===== config.mk =====
export PLATFORM = sky130hd
export DESIGN_NAME = dirty_row_display_update
export DESIGN_NICKNAME = d
export VERILOG_FILES = /design/src/design/drdu_pkg.sv /design/src/design/drdu_lane.sv /design/src/design/drdu_seq.sv /design/src/design/dirty_row_display_update.sv
export VERILOG_INCLUDE_DIRS = /design/src /design/src/design
export SDC_FILE = /design/constraint.sdc
export NUM_CORES = 1
export LEC_CHECK = 0
export ABC_AREA = 1
export BUFFER_PORTS_ARGS = -buffer_cell sky130_fd_sc_hd__buf_4
export CORE_MARGIN = 2
export CORE_UTILIZATION = 56
export CTS_CLUSTER_SIZE = 20
export DETAILED_ROUTE_END_ITERATION = 12
export HOLD_SLACK_MARGIN = 0.02
export PLACE_DENSITY = 0.78
export SYNTH_ARGS = -nofsm -noshare
export SYNTH_HDL_FRONTEND = slang
export SYNTH_HIERARCHICAL = 1
export SYNTH_SLANG_ARGS = --single-unit

===== constraint.sdc =====
create_clock -name clock -period 5.4 [get_ports clock]
set_input_delay 0.27 -clock clock [delete_from_list [all_inputs] [get_ports clock]]
set_output_delay 0.27 -clock clock [all_outputs]
set_load 0.01 [all_outputs]

===== src/design/assert_macros.svh =====
// assertion helpers shared by the rtl files
`ifndef ASSERT_MACROS_SVH
`define ASSERT_MACROS_SVH

`ifndef SYNTHESIS
`define DRDU_ASSERT(name, clk, rst, prop) \
   name: assert property (@(posedge clk) disable iff (rst) prop) \
      else $error("assertion failed");
`define DRDU_NEVER(name, clk, rst, expr) \
   name: assert property (@(posedge clk) disable iff (rst) !(expr)) \
      else $error("forbidden condition");
`else
`define DRDU_ASSERT(name, clk, rst, prop)
`define DRDU_NEVER(name, clk, rst, expr)
`endif

`endif


===== src/design/drdu_pkg.sv =====
`default_nettype none
package drdu_pkg;

   localparam int ROW_FIELDS = 8;
   localparam int IDX_W      = 3;

   typedef logic [7:0] row_type;
   typedef row_type [ROW_FIELDS-1:0] frame_type;
   typedef logic [ROW_FIELDS-1:0] mask_type;

   typedef enum logic [1:0] {
      ST_IDLE,
      ST_ONE,
      ST_LEAD,
      ST_DATA
   } state_type;

   typedef struct packed {
      logic     go;
      logic     bus_ok;
      mask_type dirty;
   } start_type;

   localparam row_type PAD_BYTE = 8'h00;

   function automatic logic [IDX_W-1:0] lowest_index(input mask_type m);
      logic [IDX_W-1:0] idx;
      idx = '0;
      for (int i = ROW_FIELDS - 1; i >= 0; i--) begin
         if (m[i]) begin
            idx = IDX_W'(i);
         end
      end
      return idx;
   endfunction

endpackage
`default_nettype wire


===== src/design/drdu_lane.sv =====
`default_nettype none
module drdu_lane (
   input  wire logic              clock,
   input  wire logic              reset,
   input  wire logic              load,
   input  wire drdu_pkg::row_type row,
   output logic                   dirty
);

   drdu_pkg::row_type shadow_ff;
   drdu_pkg::row_type shadow_in;

   assign shadow_in = load ? row : shadow_ff;
   assign dirty     = (row != shadow_ff);

   always_ff @(posedge clock) begin
      if (reset) begin
         shadow_ff <= '0;
      end else begin
         shadow_ff <= shadow_in;
      end
   end

endmodule
`default_nettype wire


===== src/design/drdu_seq.sv =====
`default_nettype none
`include "assert_macros.svh"
module drdu_seq (
   input  wire logic                clock,
   input  wire logic                reset,
   input  wire drdu_pkg::start_type start,
   input  wire drdu_pkg::frame_type frame,
   output logic                     idle,
   output logic                     rsp_valid,
   input  wire logic                rsp_ready,
   output logic                     rsp_accepted,
   output logic                     rsp_byte_valid,
   output logic [7:0]               rsp_message_byte,
   output logic                     rsp_message_start,
   output logic                     rsp_message_end,
   output logic                     rsp_last
);

   drdu_pkg::state_type state_ff, state_in;
   drdu_pkg::mask_type  dirty_ff, dirty_in;
   drdu_pkg::mask_type  rem_ff, rem_in;
   drdu_pkg::frame_type frame_ff, frame_in;
   logic                bus_ok_ff, bus_ok_in;

   logic                valid_ff, valid_in;
   logic                accepted_ff, accepted_in;
   logic                byte_valid_ff, byte_valid_in;
   drdu_pkg::row_type   byte_ff, byte_in;
   logic                start_ff, start_in;
   logic                end_ff, end_in;
   logic                last_ff, last_in;

   logic                     out_free;
   logic                     load;
   drdu_pkg::mask_type       low;
   drdu_pkg::mask_type       rem_next;
   logic [drdu_pkg::IDX_W-1:0] cur;
   logic                     prev_dirty;
   logic                     next_dirty;

   assign out_free   = !valid_ff || rsp_ready;
   assign low        = rem_ff & (~rem_ff + 1'b1);
   assign rem_next   = rem_ff & ~low;
   assign cur        = drdu_pkg::lowest_index(rem_ff);
   assign prev_dirty = |(dirty_ff & (low >> 1));
   assign next_dirty = |(dirty_ff & (low << 1));
   assign idle       = (state_ff == drdu_pkg::ST_IDLE);

   // next state
   always_comb begin
      state_in = state_ff;
      case (state_ff)
         drdu_pkg::ST_IDLE: begin
            if (start.go) begin
               if (!start.bus_ok || start.dirty == '0) begin
                  state_in = drdu_pkg::ST_ONE;
               end else begin
                  state_in = drdu_pkg::ST_LEAD;
               end
            end
         end
         drdu_pkg::ST_ONE: begin
            if (out_free) begin
               state_in = drdu_pkg::ST_IDLE;
            end
         end
         drdu_pkg::ST_LEAD: begin
            if (out_free) begin
               state_in = drdu_pkg::ST_DATA;
            end
         end
         drdu_pkg::ST_DATA: begin
            if (out_free) begin
               state_in = (rem_next == '0) ? drdu_pkg::ST_IDLE : drdu_pkg::ST_LEAD;
            end
         end
         default: begin
            state_in = drdu_pkg::ST_IDLE;
         end
      endcase
   end

   // outputs and datapath
   always_comb begin
      dirty_in      = dirty_ff;
      rem_in        = rem_ff;
      frame_in      = frame_ff;
      bus_ok_in     = bus_ok_ff;
      load          = 1'b0;
      accepted_in   = accepted_ff;
      byte_valid_in = byte_valid_ff;
      byte_in       = byte_ff;
      start_in      = start_ff;
      end_in        = end_ff;
      last_in       = last_ff;
      case (state_ff)
         drdu_pkg::ST_IDLE: begin
            if (start.go) begin
               dirty_in  = start.dirty;
               rem_in    = start.dirty;
               frame_in  = frame;
               bus_ok_in = start.bus_ok;
            end
         end
         drdu_pkg::ST_ONE: begin
            load          = out_free;
            accepted_in   = bus_ok_ff;
            byte_valid_in = 1'b0;
            byte_in       = drdu_pkg::PAD_BYTE;
            start_in      = 1'b0;
            end_in        = 1'b0;
            last_in       = 1'b1;
         end
         drdu_pkg::ST_LEAD: begin
            load          = out_free;
            accepted_in   = 1'b1;
            byte_valid_in = 1'b1;
            byte_in       = prev_dirty ? drdu_pkg::PAD_BYTE : 8'({cur, 1'b0});
            start_in      = !prev_dirty;
            end_in        = 1'b0;
            last_in       = 1'b0;
         end
         drdu_pkg::ST_DATA: begin
            load          = out_free;
            accepted_in   = 1'b1;
            byte_valid_in = 1'b1;
            byte_in       = frame_ff[cur];
            start_in      = 1'b0;
            end_in        = !next_dirty;
            last_in       = (rem_next == '0);
            if (out_free) begin
               rem_in = rem_next;
            end
         end
         default: begin
            load = 1'b0;
         end
      endcase
      valid_in = load ? 1'b1 : (rsp_ready ? 1'b0 : valid_ff);
   end

   always_ff @(posedge clock) begin
      if (reset) begin
         state_ff <= drdu_pkg::ST_IDLE;
         valid_ff <= 1'b0;
      end else begin
         state_ff <= state_in;
         valid_ff <= valid_in;
      end
   end

   always_ff @(posedge clock) begin
      dirty_ff  <= dirty_in;
      rem_ff    <= rem_in;
      frame_ff  <= frame_in;
      bus_ok_ff <= bus_ok_in;
      if (load) begin
         accepted_ff   <= accepted_in;
         byte_valid_ff <= byte_valid_in;
         byte_ff       <= byte_in;
         start_ff      <= start_in;
         end_ff        <= end_in;
         last_ff       <= last_in;
      end
   end

   assign rsp_valid         = valid_ff;
   assign rsp_accepted      = accepted_ff;
   assign rsp_byte_valid    = byte_valid_ff;
   assign rsp_message_byte  = byte_ff;
   assign rsp_message_start = start_ff;
   assign rsp_message_end   = end_ff;
   assign rsp_last          = last_ff;

   `DRDU_ASSERT(a_byte_needs_accept, clock, reset, (valid_ff && byte_valid_ff) |-> accepted_ff)
   `DRDU_ASSERT(a_start_is_open, clock, reset, (valid_ff && start_ff) |-> (byte_valid_ff && !end_ff && !last_ff))
   `DRDU_NEVER(a_lead_has_work, clock, reset, (state_ff == drdu_pkg::ST_LEAD || state_ff == drdu_pkg::ST_DATA) && rem_ff == '0)

endmodule
`default_nettype wire


===== src/design/dirty_row_display_update.sv =====
// accept first moves the sequencer state; the output register then loads the first result once free
// each request gives n results, n = 2 x changed rows (1 if none or bus busy), 1..16
// the sequencer emits one result per cycle unless stalled, taking requests only when idle
// reset: synchronous active high, clears the shadow rows to zero and empties the output
`default_nettype none
`include "assert_macros.svh"
module dirty_row_display_update #(
   parameter int ROWS = 8
) (
   input  wire logic       clock,
   input  wire logic       reset,
   input  wire logic       req_valid,
   output logic            req_ready,
   input  wire logic       req_bus_ready,
   input  wire logic [7:0] req_row_0,
   input  wire logic [7:0] req_row_1,
   input  wire logic [7:0] req_row_2,
   input  wire logic [7:0] req_row_3,
   input  wire logic [7:0] req_row_4,
   input  wire logic [7:0] req_row_5,
   input  wire logic [7:0] req_row_6,
   input  wire logic [7:0] req_row_7,
   output logic            rsp_valid,
   input  wire logic       rsp_ready,
   output logic            rsp_accepted,
   output logic            rsp_byte_valid,
   output logic [7:0]      rsp_message_byte,
   output logic            rsp_message_start,
   output logic            rsp_message_end,
   output logic            rsp_last
);

   localparam int ACTIVE_ROWS = (ROWS < drdu_pkg::ROW_FIELDS) ? ROWS : drdu_pkg::ROW_FIELDS;

   drdu_pkg::frame_type frame;
   drdu_pkg::mask_type  dirty;
   drdu_pkg::start_type start;
   logic                accept;
   logic                idle;

   assign frame[0] = req_row_0;
   assign frame[1] = req_row_1;
   assign frame[2] = req_row_2;
   assign frame[3] = req_row_3;
   assign frame[4] = req_row_4;
   assign frame[5] = req_row_5;
   assign frame[6] = req_row_6;
   assign frame[7] = req_row_7;

   assign req_ready = idle;
   assign accept    = req_valid && idle;

   // one compare lane per active row, each holding its shadow row
   for (genvar i = 0; i < drdu_pkg::ROW_FIELDS; i++) begin : g_lane
      if (i < ACTIVE_ROWS) begin : g_on
         drdu_lane u_lane (
            .clock (clock),
            .reset (reset),
            .load  (accept && req_bus_ready),
            .row   (frame[i]),
            .dirty (dirty[i])
         );
      end else begin : g_off
         assign dirty[i] = 1'b0;
      end
   end

   assign start.go     = accept;
   assign start.bus_ok = req_bus_ready;
   assign start.dirty  = dirty;

   drdu_seq u_seq (
      .clock             (clock),
      .reset             (reset),
      .start             (start),
      .frame             (frame),
      .idle              (idle),
      .rsp_valid         (rsp_valid),
      .rsp_ready         (rsp_ready),
      .rsp_accepted      (rsp_accepted),
      .rsp_byte_valid    (rsp_byte_valid),
      .rsp_message_byte  (rsp_message_byte),
      .rsp_message_start (rsp_message_start),
      .rsp_message_end   (rsp_message_end),
      .rsp_last          (rsp_last)
   );

   `DRDU_ASSERT(a_one_request_at_a_time, clock, reset, accept |=> !req_ready)
   `DRDU_ASSERT(a_request_gives_result, clock, reset, accept |=> ##1 rsp_valid)
   `DRDU_NEVER(a_idle_without_last, clock, reset, $rose(req_ready) && !(rsp_valid && rsp_last))

endmodule
`default_nettype wire

==> metrics.txt <==
fraction of the yosys area taken by sequential cells 54.2%; crit path kind register to register; Critical Path Max Stage Delay 0.63 ns; io pins 84; post-place setup slack 2.65 ns; layout cells sized above 1 16.5%; largest net degree at the start of global routing 68; HP Class primary input to register; FP Rows 42; syn nets 941; top cells by area, synth edfxtp_1, dfxtp_1, nand2_1; worst setup margin 2.57 ns; buffer and inverter count on the worst path 4; actual slew at the worst max-slew pin 1.04 ns; Final GP Congestion 0.929; Rel. slew slack 30.7%; TNS Setup 0 ns; post-CTS setup buffers 0; critical path's slowest cell buf_4; Skew-Pair Late Insertion Delay 0.43 ns; most numerous cell in the Yosys netlist nand2_1; Worst setup EP type register; type of origin of the critical path register; die area 14,700 sq um; Initial Utilization 57.6%; Peak VDD IR 0.218 mV; top_reg_cell synth edfxtp_1; Core Util, Final 66.8%; antenna violations before repair 0; Synth Area in Compound Gates 8.56%; WHS 0.0400 ns; Die H 121 um; post-synth cell types 33; Post-CTS Resized 0; Post-synth top cells nand2_1, inv_1, edfxtp_1, nor2_1, dfxtp_1; 1st-iter DRT viols 629; #FFs+latches synth 161; outcome completed; Max Clock Skew 0.00605 ns; RSZ-0062 raised after global routing no; clock sink count 161; # diodes 0; Synth-to-Final Area Change 16.1%; Port Buffers 83; Leak 3.64 nW; XOR/XNOR share of the synthesized area 4.56%; Post-Syn Area 7680 sq um; Final setup viols 0; period utilisation layout 52.3%; Final Critical Period 2.83 ns; simple-gate share of the synthesized area 24.2%; hold buffer count at cts 1; fill count 1,081; adder-cell share of the synthesized area 0%; FFs w/ async S/R, synth 0%; Routed WL 16,600 um; Final Net Count 1,022; cts bufs inserted 17; most area-hungry cell type in the Yosys netlist edfxtp_1; Yosys top cell area share 36.7%; core area 13,300 sq um; achievable frequency 354 MHz; Worst EP arrival 3.17 ns; clock-pin transition on the worst setup and hold timing paths 0.06 ns; Worst Path Max Fanout 48; Die W 121 um; root buffer cell clkbuf_16; DRT antenna net count 0; vias in the first global route 5,472; via count 5,915; multi-input logic area 2880 sq um; final slew viol count 0; CP Cell Sequence nor2_2 > nand2_1 > inv_1 > inv_1 > nor2_4 > buf_4 > or2_1 > nand3_1 > o21ai_0 > inv_1 > a21oi_1; First-pass DRT Iterations 6; DRC 0; mean post-synth cell area 8.81 sq um; Cells after Synth 872; clock buffer depth 2; Tot GR Track Use 23.8%; Hold Vio Cnt, Final 0; mux contribution to synthesized area 0%; total power 0.00387 W; crit-path leading delay family simple AND/OR/NAND/NOR gates; CTS tree built; Worst Path Required 5.75 ns; Avg Vias per Cell 5.18; Post-synth EDFFs 94; H-tree depth 4; DP Wirelength 11,800 um; largest family of logic cells by synthesized area simple AND/OR/NAND/NOR gates; max_cap viols 0; Ys Warns 6; Pwr Density 434 nW/um^2; WL per Instance 14.6 um; CP dominant cell by count inv_1; total grt overflow 0; first-pass GRT wire length 26,700 um; storage element area 4160 sq um
-- flip-flops by register name, indices dropped and copies added (netlist names), 2 cells and up --
signal and count:
u_seq/rem_ff 8, u_seq/frame_ff 64, u_seq/state_ff 2, u_seq/rsp_message_byte 8
g_lane.g_on.u_lane/shadow_ff 64, u_seq/dirty_ff 8
-- where the power goes --
group / leakage [nW] / total, W / internal (W) / switching [W]
clock network: 0.262 / 0.00107 / 0.000618 / 0.000456
registers: 1.39 / 0.00183 / 0.00169 / 0.000136
logic: 1.99 / 0.000972 / 0.000345 / 0.000627
-- per-layer routing --
layer  vias to the layer above  part of all wire, %  GRT usage, %
met5                         -                    0             0
met4                         0                  2.1          9.48
met3                        38                  6.3          6.11
met2                       193                   49          38.8
met1                      2720                   43          30.3
li1                       2964                    -             -
-- layout make-up --
cell class | instances | share of cell area [%]
sequential | 161 | 46.7
tap | 176 | 2.47
inverter | 117 | 4.92
timing repair buffer | 91 | 7.77
clock inverter | 8 | 0.421
multi-input combinational | 565 | 32.3
clock buffer | 24 | 5.41
-- kinds of logic after synthesis --
group                  Yosys count
flip-flops                     161
AND/OR/NAND/NOR                438
AO/OA/AOI/OAI                   87
buffers and inverters          146
XOR/XNOR                        40
-- cells in the final DEF (no fill, tap or decap), drive strengths merged --
cell / count
nand2: 266
inv: 117
edfxtp: 94
buf: 87
nor2: 72
dfxtp: 67
nand3: 63
a21oi: 51
xnor2: 40
a211oi: 24
clkbuf: 24
nand3b: 18
o21ai: 9
clkinv: 8
or2: 8
nand4: 5
dlygate4sd3: 4
nor4: 3
nor3: 2
o22ai: 1
nor4b: 1
o211ai: 1
a31oi: 1
-- worst paths after layout --
check,from,to,cells after the start,slack (ns)
hold reg to reg,g_lane[7].g_on.u_lane/shadow_ff[2],g_lane[7].g_on.u_lane/shadow_ff[2],2,0.47
setup reg to reg,u_seq/state_ff[0],u_seq/state_ff[1],11,2.57
hold / removal,req_row_3[4],u_seq/frame_ff[28],1,0.04
setup / recovery,u_seq/state_ff[0],u_seq/state_ff[1],11,2.57
-- metrics by stage --
stage	std cells	cell area, sq um
floorplan	872	7680
global placement	1106	8360
detailed placement	1106	8360
CTS	1139	8890
global route	1142	8920
finish	1142	8920
No activity file was read; power rests on OpenSTA's default activity.
